$ cat src/design/pmma_pkg.sv
// ----------------------------------------------------------------------------
// pmma_pkg: shared types and constants of the polyhedron mass moment core
// Holds the internal widths, the accumulator slot numbers and the structs that
// pass between the front end, the item queue and the accumulation back end.
// ----------------------------------------------------------------------------
`timescale 1ns / 1ps

package pmma_pkg;

  // Field width of one coordinate on the ports, and the default live width.
  localparam int CoordW        = 12;
  localparam int CoordWidthDef = 12;

  // Internal widths, sized for the largest coordinate width.
  localparam int SumW   = CoordW + 2;          // sum of three vertices
  localparam int CrossW = 2 * CoordW + 1;      // one cross product component
  localparam int DetW   = 37;                  // |det| < 2^36
  localparam int FacW   = 27;                  // |covariance factor| < 2^26
  localparam int AccW   = 64;

  // Accumulator slots, in result order.
  localparam int NumAcc  = 10;
  localparam int AccIdxW = $clog2(NumAcc);

  localparam logic [AccIdxW-1:0] AccCovXx = AccIdxW'(0);
  localparam logic [AccIdxW-1:0] AccCovYy = AccIdxW'(1);
  localparam logic [AccIdxW-1:0] AccCovZz = AccIdxW'(2);
  localparam logic [AccIdxW-1:0] AccCovXy = AccIdxW'(3);
  localparam logic [AccIdxW-1:0] AccCovXz = AccIdxW'(4);
  localparam logic [AccIdxW-1:0] AccCovYz = AccIdxW'(5);
  localparam logic [AccIdxW-1:0] AccDet   = AccIdxW'(6);
  localparam logic [AccIdxW-1:0] AccMomX  = AccIdxW'(7);
  localparam logic [AccIdxW-1:0] AccMomY  = AccIdxW'(8);
  localparam logic [AccIdxW-1:0] AccMomZ  = AccIdxW'(9);

  // Depth of the queue between front and back.
  localparam int QDepth = 2;

  typedef logic signed [CoordW-1:0] coord_t;
  typedef logic signed [SumW-1:0]   sum_t;
  typedef logic signed [AccW-1:0]   acc_t;

  // One classified face: vertices indexed [vertex][axis] and the vertex sums.
  typedef struct packed {
    logic                  restart;
    coord_t [2:0][2:0]     p;
    sum_t   [2:0]          s;
  } pmma_item_t;

  typedef struct packed {
    logic empty;
    logic full;
  } pmma_q_stat_t;

  typedef struct packed {
    acc_t [NumAcc-1:0] acc;
    logic              overflow;
  } pmma_result_t;

endpackage

$ cat src/design/pmma_face_if.sv
// ----------------------------------------------------------------------------
// pmma_face_if: face request channel
// Carries one hull triangle per request with valid/ready handshake.
// ----------------------------------------------------------------------------
`timescale 1ns / 1ps

interface pmma_face_if
  import pmma_pkg::*;
();
  logic   valid;
  logic   ready;
  logic   restart;
  coord_t ax;
  coord_t ay;
  coord_t az;
  coord_t bx;
  coord_t by;
  coord_t bz;
  coord_t cx;
  coord_t cy;
  coord_t cz;

  modport source (
    output valid, restart, ax, ay, az, bx, by, bz, cx, cy, cz,
    input  ready
  );

  modport sink (
    input  valid, restart, ax, ay, az, bx, by, bz, cx, cy, cz,
    output ready
  );
endinterface

$ cat src/design/pmma_front.sv
// ----------------------------------------------------------------------------
// pmma_front: face intake and classification
// Accepts face requests while the queue has room, keeps the live coordinate
// bits with sign extension and forms the per-axis vertex sums.
// ----------------------------------------------------------------------------
`timescale 1ns / 1ps

module pmma_front
  import pmma_pkg::*;
#(
  parameter int COORD_WIDTH = CoordWidthDef
) (
  pmma_face_if.sink    face_i,
  input  pmma_q_stat_t q_stat_i,
  output logic         push_o,
  output pmma_item_t   item_o
);

  coord_t [2:0][2:0] raw;

  // Take a request whenever the queue can hold it.
  assign face_i.ready = !q_stat_i.full;
  assign push_o       = face_i.valid && !q_stat_i.full;

  assign raw[0][0] = face_i.ax;
  assign raw[0][1] = face_i.ay;
  assign raw[0][2] = face_i.az;
  assign raw[1][0] = face_i.bx;
  assign raw[1][1] = face_i.by;
  assign raw[1][2] = face_i.bz;
  assign raw[2][0] = face_i.cx;
  assign raw[2][1] = face_i.cy;
  assign raw[2][2] = face_i.cz;

  // Drop the unused upper bits, then add the three vertices on each axis.
  always_comb begin
    item_o.restart = face_i.restart;
    for (int v = 0; v < 3; v++) begin
      for (int k = 0; k < 3; k++) begin
        item_o.p[v][k] = coord_t'($signed(raw[v][k][COORD_WIDTH-1:0]));
      end
    end
    for (int k = 0; k < 3; k++) begin
      item_o.s[k] = sum_t'($signed(item_o.p[0][k])) + sum_t'($signed(item_o.p[1][k]))
                  + sum_t'($signed(item_o.p[2][k]));
    end
  end

endmodule

$ cat src/flat_wrapper.sv
// flat-port wrapper written by rule: the top's interface ports become plain ports
module pmma_front_flat import pmma_pkg::*;
#(
  parameter int COORD_WIDTH = CoordWidthDef
)
  (q_stat_i, push_o, item_o, face_i_valid, face_i_restart, face_i_ax, face_i_ay, face_i_az, face_i_bx, face_i_by, face_i_bz, face_i_cx, face_i_cy, face_i_cz, face_i_ready);
  pmma_face_if face_i_i ();
  input  pmma_q_stat_t q_stat_i;
  output logic push_o;
  output pmma_item_t item_o;
  input wire logic [$bits(face_i_i.valid)-1:0] face_i_valid;
  input wire logic [$bits(face_i_i.restart)-1:0] face_i_restart;
  input wire logic [$bits(face_i_i.ax)-1:0] face_i_ax;
  input wire logic [$bits(face_i_i.ay)-1:0] face_i_ay;
  input wire logic [$bits(face_i_i.az)-1:0] face_i_az;
  input wire logic [$bits(face_i_i.bx)-1:0] face_i_bx;
  input wire logic [$bits(face_i_i.by)-1:0] face_i_by;
  input wire logic [$bits(face_i_i.bz)-1:0] face_i_bz;
  input wire logic [$bits(face_i_i.cx)-1:0] face_i_cx;
  input wire logic [$bits(face_i_i.cy)-1:0] face_i_cy;
  input wire logic [$bits(face_i_i.cz)-1:0] face_i_cz;
  output wire logic [$bits(face_i_i.ready)-1:0] face_i_ready;
  assign face_i_i.valid = face_i_valid;
  assign face_i_i.restart = face_i_restart;
  assign face_i_i.ax = face_i_ax;
  assign face_i_i.ay = face_i_ay;
  assign face_i_i.az = face_i_az;
  assign face_i_i.bx = face_i_bx;
  assign face_i_i.by = face_i_by;
  assign face_i_i.bz = face_i_bz;
  assign face_i_i.cx = face_i_cx;
  assign face_i_i.cy = face_i_cy;
  assign face_i_i.cz = face_i_cz;
  assign face_i_ready = face_i_i.ready;
  pmma_front #(.COORD_WIDTH(COORD_WIDTH)) u_core (.face_i(face_i_i), .q_stat_i(q_stat_i), .push_o(push_o), .item_o(item_o));
endmodule
$ cat config.mk
export PLATFORM = sky130hd
export DESIGN_NAME = pmma_front_flat
export DESIGN_NICKNAME = d
export VERILOG_FILES = /design/src/design/pmma_pkg.sv /design/src/design/pmma_face_if.sv /design/src/design/pmma_front.sv /design/src/flat_wrapper.sv
export SDC_FILE = /design/constraint.sdc
export NUM_CORES = 1
export LEC_CHECK = 0
export BUFFER_PORTS_ARGS = -buffer_cell sky130_fd_sc_hd__buf_2
export CORE_AREA = 2 2 103 105
export DETAILED_ROUTE_END_ITERATION = 10
export DIE_AREA = 0 0 105 107
export GPL_ROUTABILITY_DRIVEN = 1
export GPL_TIMING_DRIVEN = 0
export PLACE_DENSITY = 0.73
export REMOVE_ABC_BUFFERS = 1
export SYNTH_ARGS = -nofsm -noshare
export SYNTH_HDL_FRONTEND = slang
export SYNTH_SLANG_ARGS = --single-unit
$ cat constraint.sdc
create_clock -name vclk -period 4.05
set_clock_uncertainty 0.2 [all_clocks]
set_input_delay 0.405 -clock vclk [all_inputs]
set_output_delay 0.405 -clock vclk [all_outputs]
set_load 0.005 [all_outputs]
# Word level (Yosys, flattened, before mapping)

Index checks and enable logic that the tools add are counted.

Bits in registers: 0
Input bits: 112
Output and inout port bits: 153
Word-level logic and storage cells: 8

Add/subtract/negate cells: 6
Reduce and logical (&&, ||, !) cells: 2

Operators with widths:

| cell              | count |
|---|---|
| $add 13x12->14    | 3 |
| $add 12x12->13    | 3 |
| $logic_and 1x1->1 | 1 |
| $logic_not 1->1   | 1 |

# Logic depth before layout (Yosys ltp)

Word-level depth: 2
Depth in mapped cells: 10
Gate-level depth less buffers: 10

# Worst setup path after synthesis

Ideal clock, no wire load.

Kind: input -> output
Start: input port face_i_cz[1]
End: output port item_o[37] in the netlist's numbering
Arrival: 2.349 ns
Required time: 3.445 ns
Setup slack: 1.096 ns
Stages on the path: 8
Buffers on the path: 0
Cell sequence: fa_1 -> ha_1 -> fa_1 -> a211oi_1 -> o21bai_1 -> a21oi_1 -> o21ai_0 -> xor2_1

RTL lines:

| item        | line               | source |
|---|---|---|
| from (decl) | flat_wrapper.sv:21 | `input wire logic [$bits(face_i_i.cz)-1:0] face_i_cz;` |
| to (decl)   | flat_wrapper.sv:10 | `output pmma_item_t item_o;` |

==> results.json <==
{
  "outcome": "finished, final reports clean",
  "peakVddDrop_uv": 148,
  "synth_xor_area_frac": 0.0613,
  "grt_first_pass_wirelength_mm": 12.9,
  "critPathLaunchType": "input port",
  "cap_violations": 0,
  "finalWorstSetupSlack_ns": 0.615,
  "worst-path-buf-inv": 2,
  "yosysUniqueCellTypes": 48,
  "antenna_found_initial": 0,
  "start_util": 0.325,
  "port_buffers": 262,
  "p_per_area_nw_per_um2": 263,
  "seq_area_frac_synth": 0,
  "multi_input_comb_area_um2": 2340,
  "drt-wirelength-per-cell_um": 12.4,
  "areaGrowthSynthToFinish_pct": 19.9,
  "synth_area_um2": 3280,
  "dieArea_um2": 11200,
  "synth_compound_area_frac": 0.161,
  "p_leak_nw": 2.12,
  "cp_num_cells": 10,
  "yosys_warnings": 0,
  "nClkBuffers": 0,
  "register_area_um2": 0,
  "via_per_inst": 4.66,
  "synthMuxAreaShare": 0.00305,
  "final-setup-viol-count": 0,
  "cpPeakStageDelay_ns": 0.48,
  "period_needed_ns": 3.44,
  "p_total_mw": 1.04,
  "hpwlAfterDp_mm": 7.86,
  "fin_setup_tns_ns": 0,
  "antenna_cells": 0,
  "n_sequential_cell": 0,
  "ant_nets": 0,
  "min_period_over_period": 0.848,
  "drcViolationCount": 0,
  "hold_viol_final": 0,
  "grt_max_degree": 9,
  "worstPathArrival_ns": 2.83,
  "slowest_stage": "fa_1",
  "vias": 3159,
  "rows": 37,
  "die_h_um": 107,
  "pre_cts_ws_ns": 0.609,
  "synthTopCellsByCount": "buf_4, fa_1, ha_1",
  "max_slew_margin": 0.646,
  "cp.required_ns": 3.44,
  "grt_setup_unrepaired": "no",
  "worstMarginPinSlew_ns": 0.525,
  "holdPathStages": 0,
  "ios": 265,
  "drive_above_1_share": 0.502,
  "grt_pass1_vias": 2890,
  "nets": 731,
  "die_x_um": 105,
  "cp_max_fo": 3,
  "netlist.area_leader.share": 0.249,
  "endpoint_kind": "output pin",
  "critical_path_class": "input port to output pin",
  "yosys.area.top_type": "buf_4",
  "ctsResizeCount": 0,
  "dr.pass1.iters": 4,
  "synth_fa_ha_area_frac": 0.375,
  "placed_area_um2": 3940,
  "cp_top_family": "adder cells",
  "hold_class": "input port to output pin",
  "globalplace.congestion": 0.782,
  "maxSlewViolCount": 0,
  "clock.fmax_ghz": 0.291,
  "synth_top_family_by_area": "adder cells",
  "post-synth-top-count-cell": "buf_4",
  "grt-ovfl-total": 0,
  "design_area_um2": 3940,
  "avgSynthCellArea_um2": 8.40,
  "synth_area_leaders": "buf_4, fa_1, ha_1",
  "syn-instance-count": 391,
  "synthSimpleGateAreaFrac": 0.114,
  "cts_setup_buffers": 0,
  "crit_chain": "buf_2, fa_1, ha_1, fa_1, a211oi_1, o21bai_1, a21oi_1, o21ai_0, xor2_1, buf_2",
  "hold_buffers": 0,
  "grt_usage": 0.135,
  "coreArea_um2": 10100,
  "nFillCells": 1035,
  "drt-total-wl_mm": 8.43,
  "first_iter_violations": 76
}
## layout by cell type (no fill, tap or decap), types with 7 or more instances in the layout
| master | instances |
|---|---|
| inv_1 | 27 |
| fa_1 | 39 |
| buf_2 | 262 |
| nor3_1 | 7 |
| a21oi_1 | 24 |
| o21ai_0 | 10 |
| nor2_1 | 20 |
| xnor2_1 | 17 |
| nand3_1 | 7 |
| nand2_1 | 16 |
| ha_1 | 36 |
## layout make-up
cell class         count  area share
multi-input cells    250       0.595
repair buffers       262       0.333
well taps            136      0.0432
inverters             30      0.0286
## path summary, 6_finish.rpt
path / startpoint / to / slack (ns)
min: face_i_restart / item_o[150] / 0.61
max: face_i_cz[1] / item_o[37] / 0.61
## power breakdown
| part | internal (mW) | switching (mW) |
|---|---|---|
| Sequential | 0 | 0 |
| Combinational | 0.492 | 0.544 |
| Clock | 0 | 0 |
| Total | 0.492 | 0.544 |
## logic make-up (layout without fill, tap and decap cells)
logic type	count (synthesis)	in the layout
multiplexers	1	1
AND/OR/NAND/NOR	74	74
adder cells (fa/ha/maj)	75	75
AO/OA/AOI/OAI	77	77
buffers and inverters	141	292
XOR/XNOR	23	23
## metal layers
metal	wire length (µm)	share of wire	track usage
met1	3230	0.38	0.160
met2	4560	0.54	0.276
met4	0	0	0
met3	636	0.075	0.0103
met5	0	0	0
## metrics by stage
stage,std cells,hold WS [ns],utilization
after CTS,678,0.610,0.390
after global routing,678,0.610,0.390
after global placement,678,0.610,0.390
after floorplan,280,0.610,-
after detailed placement,678,0.610,0.390
final,678,0.610,0.390
Power figures use the tool's default switching activity.
