`src/design/pmma_pkg.sv`:
```
// ----------------------------------------------------------------------------
// pmma_pkg: shared types and constants of the polyhedron mass moment core
// Holds the internal widths, the accumulator slot numbers and the structs that
// pass between the front end, the item queue and the accumulation back end.
// ----------------------------------------------------------------------------
`timescale 1ns / 1ps

package pmma_pkg;

  // Field width of one coordinate on the ports, and the default live width.
  localparam int CoordW        = 12;
  localparam int CoordWidthDef = 12;

  // Internal widths, sized for the largest coordinate width.
  localparam int SumW   = CoordW + 2;          // sum of three vertices
  localparam int CrossW = 2 * CoordW + 1;      // one cross product component
  localparam int DetW   = 37;                  // |det| < 2^36
  localparam int FacW   = 27;                  // |covariance factor| < 2^26
  localparam int AccW   = 64;

  // Accumulator slots, in result order.
  localparam int NumAcc  = 10;
  localparam int AccIdxW = $clog2(NumAcc);

  localparam logic [AccIdxW-1:0] AccCovXx = AccIdxW'(0);
  localparam logic [AccIdxW-1:0] AccCovYy = AccIdxW'(1);
  localparam logic [AccIdxW-1:0] AccCovZz = AccIdxW'(2);
  localparam logic [AccIdxW-1:0] AccCovXy = AccIdxW'(3);
  localparam logic [AccIdxW-1:0] AccCovXz = AccIdxW'(4);
  localparam logic [AccIdxW-1:0] AccCovYz = AccIdxW'(5);
  localparam logic [AccIdxW-1:0] AccDet   = AccIdxW'(6);
  localparam logic [AccIdxW-1:0] AccMomX  = AccIdxW'(7);
  localparam logic [AccIdxW-1:0] AccMomY  = AccIdxW'(8);
  localparam logic [AccIdxW-1:0] AccMomZ  = AccIdxW'(9);

  // Depth of the queue between front and back.
  localparam int QDepth = 2;

  typedef logic signed [CoordW-1:0] coord_t;
  typedef logic signed [SumW-1:0]   sum_t;
  typedef logic signed [AccW-1:0]   acc_t;

  // One classified face: vertices indexed [vertex][axis] and the vertex sums.
  typedef struct packed {
    logic                  restart;
    coord_t [2:0][2:0]     p;
    sum_t   [2:0]          s;
  } pmma_item_t;

  typedef struct packed {
    logic empty;
    logic full;
  } pmma_q_stat_t;

  typedef struct packed {
    acc_t [NumAcc-1:0] acc;
    logic              overflow;
  } pmma_result_t;

endpackage

```
`src/design/pmma_queue.sv`:
```
// ----------------------------------------------------------------------------
// pmma_queue: short item queue between front and back
// A small first-in first-out buffer of classified faces so that intake and
// accumulation stall independently.
// ----------------------------------------------------------------------------
`timescale 1ns / 1ps

module pmma_queue
  import pmma_pkg::*;
(
  input  logic         clk_i,
  input  logic         rst_ni,
  input  logic         push_i,
  input  pmma_item_t   item_i,
  input  logic         pop_i,
  output pmma_item_t   item_o,
  output pmma_q_stat_t stat_o
);

  localparam int PtrW = $clog2(QDepth);
  localparam int CntW = $clog2(QDepth + 1);

  pmma_item_t            mem_q [QDepth];
  logic [PtrW-1:0]       wr_ptr_q, wr_ptr_d;
  logic [PtrW-1:0]       rd_ptr_q, rd_ptr_d;
  logic [CntW-1:0]       count_q, count_d;

  // Storage is written on a push; no reset is needed for the payload.
  always_ff @(posedge clk_i) begin
    if (push_i) begin
      mem_q[wr_ptr_q] <= item_i;
    end
  end

  assign item_o       = mem_q[rd_ptr_q];
  assign stat_o.empty = (count_q == CntW'(0));
  assign stat_o.full  = (count_q == CntW'(QDepth));

  // Pointer and fill level update.
  always_comb begin
    wr_ptr_d = wr_ptr_q;
    rd_ptr_d = rd_ptr_q;
    count_d  = count_q;
    if (push_i) begin
      wr_ptr_d = (wr_ptr_q == PtrW'(QDepth - 1)) ? '0 : wr_ptr_q + PtrW'(1);
    end
    if (pop_i) begin
      rd_ptr_d = (rd_ptr_q == PtrW'(QDepth - 1)) ? '0 : rd_ptr_q + PtrW'(1);
    end
    if (push_i && !pop_i) begin
      count_d = count_q + CntW'(1);
    end else if (pop_i && !push_i) begin
      count_d = count_q - CntW'(1);
    end
  end

  always_ff @(posedge clk_i or negedge rst_ni) begin
    if (!rst_ni) begin
      wr_ptr_q <= '0;
      rd_ptr_q <= '0;
      count_q  <= '0;
    end else begin
      wr_ptr_q <= wr_ptr_d;
      rd_ptr_q <= rd_ptr_d;
      count_q  <= count_d;
    end
  end

endmodule

```
`config.mk`:
```
export PLATFORM = sky130hd
export DESIGN_NAME = pmma_queue
export DESIGN_NICKNAME = d
export VERILOG_FILES = /design/src/design/pmma_pkg.sv /design/src/design/pmma_queue.sv
export SDC_FILE = /design/constraint.sdc
export NUM_CORES = 1
export LEC_CHECK = 0
export ABC_AREA = 1
export BUFFER_PORTS_ARGS = -buffer_cell sky130_fd_sc_hd__buf_2
export CAP_MARGIN = 20
export CORE_ASPECT_RATIO = 1.5
export CORE_MARGIN = 10
export CORE_UTILIZATION = 52
export CTS_CLUSTER_SIZE = 8
export DETAILED_ROUTE_END_ITERATION = 10
export HOLD_SLACK_MARGIN = 0.15
export PLACE_DENSITY = 0.87
export SLEW_MARGIN = 0
export SYNTH_ARGS = -nofsm -noshare
export SYNTH_HDL_FRONTEND = slang
export SYNTH_SLANG_ARGS = --single-unit
```
`constraint.sdc`:
```
create_clock -name clk_i -period 8.75 [get_ports clk_i]
set_clock_uncertainty 0.05 [all_clocks]
set_input_delay 0.875 -clock clk_i [delete_from_list [all_inputs] [get_ports clk_i]]
set_output_delay 0.875 -clock clk_i [all_outputs]
set_load 0.05 [all_outputs]
```
; ---- Word-level counts from Yosys, hierarchy flattened
; Memory sizes are Yosys's and may differ from the RTL's.
; Index checks and enable logic that the tools add are counted.
[word_totals]
register_bits = 4
ram_bits = 302
input_bits = 155
output_inout_bits = 153
elab_cells = 21
memories = 1
[op_classes]
add_sub_neg = 4
eq_ne = 1
n_mux = 6
n_reduce_logical = 6
[mem_list]
columns = memory, depth, word_bits, rd, rd_clocked_by_memory_dff, write_ports, line
row1 = mem_q, 2, 151, 1, 0, 1, pmma_queue.sv:23  ; pmma_item_t mem_q [QDepth];
[ops]
columns = cell, count
row1 = two-way mux 1 bit, 4
row2 = two-way mux 2 bit, 2
row3 = "adder 1 bit, second input constant", 2
row4 = "adder 2 x 1 -> 2 bit, second input constant", 1
row5 = "equality test 2 bit, second input constant", 1
row6 = logical AND 1 bit, 2
row7 = zero test 1 bit, 2
row8 = zero test 2 bit, 1
row9 = nonzero test 2 bit, 1
row10 = "subtractor 2 x 1 -> 2 bit, second input constant", 1

; ---- Logic depth before layout (Yosys ltp)
; Gate-level depths: netlist of run 1.
[depth]
word_depth = 4
depth_mapped = 7
ltp_nobuf = 7

; ---- Least setup slack after synthesis of run 1
; Ideal clock, no wire load.
[synth_path]
path_type = input -> register
startpoint = input push_i
endpoint = memory mem_q[0][0] in the netlist's numbering (enable)
setup_time_ps = 668
arrival_time_ps = 7228
required_time_ps = 8032
slack_ps = 804
stages = 2
path_buffers = 0
path_cell_list = inv_1 > nor2_1
[synth_via]
elab_chain_len = 2
[synth_rtl]
columns = element, line
row1 = start: declaration, pmma_queue.sv:13  ; input logic push_i,
row2 = two-way mux 1 bit, pmma_queue.sv:30  ; if (push_i) begin
row3 = two-way mux 1 bit (implied by the code), pmma_queue.sv:31  ; mem_q[wr_ptr_q] <= item_i;
row4 = end: declaration, pmma_queue.sv:23
; Every way passes these cells.

==> metrics.yaml, run 1 <==
yosys_warnings: 0
power.internal_mw: 3.546
synth_enable_flop_cells: 302
status: "completed"
rows: 66
ys_seq_elements: 306
setup_viol: 0
final_nets: 994
portBuffers: 307
ys_async_sr_fraction: 0.01307
combPwrFrac: 0.390
fin_crit_sh: 0.4342
crit_path_cell_trace: "buf_4, mux2_2, buf_2"
synthesis.nets: 651
arrival_ns: 2.87
cp.required_ns: 7.83
numCtsBuffers: 44
grt_first_pass_wirelength_mm: 37.74
worstMarginPinSlew_ns: 1.082
ioPinCount: 308
synth_top_family_by_area: "multiplexers"
hold_path.class: "input pin to flop"
p_clk_frac: 0.255
grt_overflow: 0
firstDrtPassIters: 5
syn_to_final_growth_pct: 26.64
clock_path_buffers: 3
insertion_delay_ns: 0.52
maxCapViolations: 0
grt_max_degree: 79
dieWidth_um: 141.0
yosysMostFrequentCell: "edfxtp_1"
p_seq_frac: 0.354
grtUsageTotal: 0.1703
die_y_um: 201.5
drtIter0Drc: 298
vias: 5874
drc: 0
switching_share: 0.3909
p_leak_nw: 5.724
ir_drop_mv: 0.3543
ant_nets: 0
synth_mux_area_frac: 0.1751
synth_compound_area_frac: 0
tritoncts: "done"
viasPerCell: 5.157
syn_inst: 495
synthAdderAreaFrac: 0.001095
timing.fmax_ghz: 0.2632
gp_congestion: 0.7669
drive_gt1_frac: 0.6002
p_sw_mw: 2.276
syn_area_mm2: 0.01142
min_period_ns: 3.800
fin_cells: 1139
cts_sinks: 306
slew_headroom: 0.2785
hpwl_mm: 17.23
rsz0062_at_grt: "false"
synth_commonest_cells: "edfxtp_1 (302), mux2_4 (80), mux2_2 (71)"
synth_flop_cell: "edfxtp_1"
power.density_mw_per_mm2: 402.4
finalPower_mw: 5.822
seq_area_frac_synth: 0.8026
root_buffer: "clkbuf_16"
cts.clk_slew.worst_paths_ns: 0.05
placed_area_mm2: 0.01321
grt_pass1_vias: 6694
netlist.area_leader.share: 0.7939
htreeDepth: 2
synth.avg_cell_area_um2: 23.08
drv_slew: 0
routed_wl_mm: 25.06
fp.coreArea_mm2: 0.02164
yosys.area_share.simple: 0.003614
ys_types: 14
post-route-cell-area_mm2: 0.01447
crit_path_start_kind: "flop"
antenna_found_initial: 11
synth_area_leader_cell: "edfxtp_1"
die_area_mm2: 0.02842
hold_violations: 0
cp_slowest_cell: "buf_4"
worstSetupPathType: "flop to primary output"
start_util: 0.5280
yosys-top-cells-area: "edfxtp_1 (79%), mux2_4 (11%), mux2_2 (7.0%)"
critPathCaptureType: "primary output"
wl_per_cell_um: 22.00
fin_setup_tns_ns: 0
critPathMaxStageDelay_ns: 0.88
synth_xor_area_frac: 0.002300
place_inst: 1063
crit_fanout: 70
## per-layer routing
metal	share of wire	routed length, um	GRT usage
met2	0.54	13430	0.3016
met1	0.34	8540	0.1694
met5	0.00056	14	0
met4	0.047	1185	0.09911
met3	0.075	1885	0.05444
## worst paths after layout
path	start	endpoint	slack, ns	cells after the start
hold reg to reg	wr_ptr_q$_DFFE_PN0P_	wr_ptr_q$_DFFE_PN0P_	0.50	1
setup reg to reg	wr_ptr_q$_DFFE_PN0P_	mem_q[1][144]$_DFFE_PP_	6.27	3
min in group asynchronous	rst_ni	count_q[0]$_DFFE_PN0P_	0.68	2
setup / recovery	rd_ptr_q$_DFFE_PN0P_	item_o[34]	4.95	3
hold / removal	item_i[5]	mem_q[0][5]$_DFFE_PP_	0.49	1
max in group asynchronous	rst_ni	rd_ptr_q$_DFFE_PN0P_	7.82	2
## critical path, delay by kind of cell (launching register included)
kind,cells,cell delay [ns]
buffers and inverters,2,1.10
flip-flops,1,0.73
multiplexers,1,0.44
## final cells by class
| class | instances | area, um2 |
|---|---|---|
| Sequential cell | 306 | 9173 |
| Fill cell | 1454 | 7169 |
| Multi-Input combinational cell | 165 | 2088 |
| Timing Repair Buffer | 314 | 1592 |
| Clock buffer | 63 | 1194 |
| Tap cell | 272 | 340.3 |
| Inverter | 7 | 31.28 |
| Clock inverter | 3 | 26.28 |
| Antenna cell | 9 | 22.52 |
## stage by stage
| stage | utilization | setup WS [ns] | hold slack, ns |
|---|---|---|---|
| CTS | 0.6676 | 4.918 | 0.4745 |
| detailed placement | 0.6107 | 5.480 | 0.4857 |
| finish | 0.6686 | 4.950 | 0.4924 |
| global route | 0.6685 | 4.819 | 0.4791 |
| global placement | 0.6107 | 5.530 | 0.4295 |
| floorplan | - | 0.8039 | 0.4110 |
## cell families (layout without fill, tap and decap cells)
kind of cell             count (synthesis)  after routing
multiplexers                           151            151
flip-flops                             306            306
buffers and inverters                   24            387
XOR/XNOR                                 3              3
adder cells (fa/ha/maj)                  1              1
other                                    0              9
AND/OR/NAND/NOR                         10             10
## power groups by stage
stage / logic, mW / registers (mW) / clock network [mW]
floorplan: 1.89 / 2.08 / 0
global placement: 2.27 / 2.07 / 0
detailed placement: 2.29 / 2.09 / 0
CTS: 2.30 / 2.07 / 1.52
global route: 2.37 / 2.09 / 1.58
finish: 2.27 / 2.06 / 1.49
## sequential cells by signal, indices dropped and copies added (netlist names)
register and count:
count_q 2, mem_q 302, rd_ptr_q 1, wr_ptr_q 1
## timing repair
item	4_1_cts	5_1_grt
hold endpoints to repair	4	0
gates resized for setup	0	0
hold buffers	1	0
buffers inserted	0	0
## cell usage in the layout, fill, tap and decap left out
cell type,instances
buf_4,6
nor2_1,2
ha_1,1
edfxtp_1,302
clkbuf_1,18
mux2_2,71
xor2_1,2
dfrtp_1,3
clkbuf_16,45
mux2_4,80
dlygate4sd3_1,1
inv_1,6
nor2_4,1
xnor2_1,1
diode_2,9
dfrtp_4,1
nand3_1,1
buf_2,307
inv_6,3
nand2_1,5
clkinv_4,1
nand4_1,1
(Power assumes the default switching activity.)
==> run 2, diff against run 1 <==
CORE_UTILIZATION = 47   (was 52)
PLACE_DENSITY = 0.83   (was 0.87)
clock period = 3.3 ns   (was 8.75 ns; I/O delays follow)
==> run 2 against run 1 <==
  * Cell count rose by 18%
  * Setup slack got worse by 4.3 ns
  * Sequential power grew to 2.7 times the previous value
  * Non-clock buffer count increased by 159
  * Via count up 13%
  * Utilization rose by 1.1 points
  * Register-to-register slack worse by 4.7 ns
  * Critical endpoint is now item_o[5]
  * Largest cell class unchanged
  * Highest routed layer is now met4
==> metrics.yaml, run 2 (synthesized netlist as in run 1, its figures left out) <==
ff_latch_area_mm2: 0.009173  # unchanged
grtUsageTotal: 0.1829  # +0.01257
grt_overflow: 0  # unchanged
rsz0062_at_grt: "false"
layout_commonest_cell: "buf_2"
cp_slowest_cell: "dfrtp_4"
crit_fanout: 28  # -60%
drtIter0Drc: 317  # +6.4%
worstSetupPathType: "flop to primary output"
status: "completed"
wl_per_cell_um: 21.78  # -1.0%
cts_sinks: 306  # unchanged
setup_viol: 0  # unchanged
largest-register: "mem_q"
post_cts_resized: 0  # unchanged
crit_path_cell_trace: "buf_4, mux2_2, buf_2"
critPathMaxStageDelay_ns: 0.79  # -0.09 ns
most-common-layout-cells: "buf_2 (307), edfxtp_1 (302), dlygate4sd3_1 (155)"
ioPinCount: 308  # unchanged
final_nets: 1153  # +16%
tritoncts: "done"
firstDrtPassIters: 4  # -1
rows: 69  # +4.5%
cp.required_ns: 2.92  # -4.91 ns
multiInputGateArea_mm2: 0.002088  # unchanged
start_util: 0.4794  # -0.04857
drive_gt1_frac: 0.5118  # -0.08842
largest_registers: "mem_q: 302 flops, count_q: 2 flops"
clock_path_buffers: 3  # unchanged
fp.coreArea_mm2: 0.02383  # +10%
hpwl_mm: 17.32  # +0.52%
portBuffers: 307  # unchanged
grt_pass1_vias: 7584  # +13%
timing.fmax_ghz: 0.3816
worstMarginPinSlew_ns: 0.8605  # -0.2217 ns
largest_reg_flops: 302  # unchanged
arrival_ns: 2.24  # -0.63 ns
gp_congestion: 0.7638  # -0.40%
fin_crit_sh: 0.7941
die_y_um: 210.9  # +4.7%
grt_first_pass_wirelength_mm: 44.06  # +17%
power.density_mw_per_mm2: 981.5  # +140%
vias: 6621  # +13%
antenna_found_initial: 5  # -6
viasPerCell: 4.941  # -4.2%
critPathCaptureType: "primary output"
syn_to_final_growth_pct: 41.72
p_leak_nw: 6.419  # +12%
fillCellCount: 1534  # +5.5%
cts.clk_slew.worst_paths_ns: 0.05  # about the same
postCtsSetupRepairBufs: 0  # unchanged
htreeDepth: 2  # unchanged
crit_path_start_kind: "flop"
drc: 0  # unchanged
min_period_ns: 2.620
routed_wl_mm: 29.18  # +16%
hold_path.class: "input pin to flop"
numCtsBuffers: 44  # unchanged
slew_headroom: 0.4264  # +0.1478
ir_drop_mv: 0.8029  # +130%
root_buffer: "clkbuf_16"
fin_setup_tns_ns: 0  # unchanged
grt_max_degree: 89  # +13%
dieWidth_um: 147.3  # +4.4%
ant_nets: 0  # unchanged
die_area_mm2: 0.03107  # +9.3%
maxCapViolations: 0  # unchanged
hold_slack_ns: 0.4703  # -0.02211 ns
hold_violations: 0  # unchanged
drv_slew: 0  # unchanged
insertion_delay_ns: 0.52  # about the same
postCtsHoldBufs: 155  # +154
run 2: changes by cell type in the layout (fill, tap and decap cells not counted):
cell	delta
clkbuf_1	-1
buf_12	+8
diode_2	-4
clkinvlp_4	+1
dlygate4sd3_1	+154
buf_4	-3
inv_6	-1
run 2: critical path, delay by kind of cell (launching register included):
family,cells,cell delay (ns)
flops,1,0.79
buf+inv,2,0.55
mux,1,0.37
run 2: area by class of cell:
cell class / count / area share
clock inverter: 3 / 0.001623
antenna: 5 / 0.0007729
tap: 319 / 0.02465
clock buffer: 62 / 0.07350
inverter: 7 / 0.001855
sequential: 306 / 0.5666
timing repair buffer: 473 / 0.2020
multi-input combinational: 165 / 0.1290
run 2: routing by layer:
metal,routed length (um),GRT usage,vias up,part of all wire
li1,-,-,2972,-
met1,10000,0.1818,3304,0.34
met2,16220,0.3407,294,0.56
met3,2098,0.06068,51,0.072
met4,859,0.07265,0,0.029
met5,0,0,-,0
run 2: final timing paths:
path	slack [ns]	end	depth (start not counted)	from
max	0.68	item_o[5]	3	rd_ptr_q$_DFFE_PN0P_
min	0.47	mem_q[1][42]$_DFFE_PP_	2	item_i[42]
max reg2reg	1.58	mem_q[0][74]$_DFFE_PP_	2	wr_ptr_q$_DFFE_PN0P_
min reg2reg	0.48	count_q[1]$_DFFE_PN0P_	2	count_q[1]$_DFFE_PN0P_
max in group asynchronous	2.32	rd_ptr_q$_DFFE_PN0P_	3	rst_ni
min in group asynchronous	0.67	count_q[1]$_DFFE_PN0P_	3	rst_ni
run 2: power breakdown:
part / internal [mW] / switching, mW
clock: 2.46 / 1.51
combinational: 1.99 / 4.43
sequential: 5.17 / 0.313
total: 9.63 / 6.26
run 2: through the flow:
stage	instance area, um2	utilization	setup slack [ns]	std cells	power [mW]
after global routing	16190	0.6794	0.5894	1340	16.45
after floorplan	11430	-	0.09957	495	10.44
after detailed placement	13410	0.5627	1.206	1115	11.79
after global placement	13410	0.5627	1.250	1115	11.68
final	16190	0.6794	0.6795	1340	15.89
after CTS	16180	0.6789	0.6380	1335	15.94
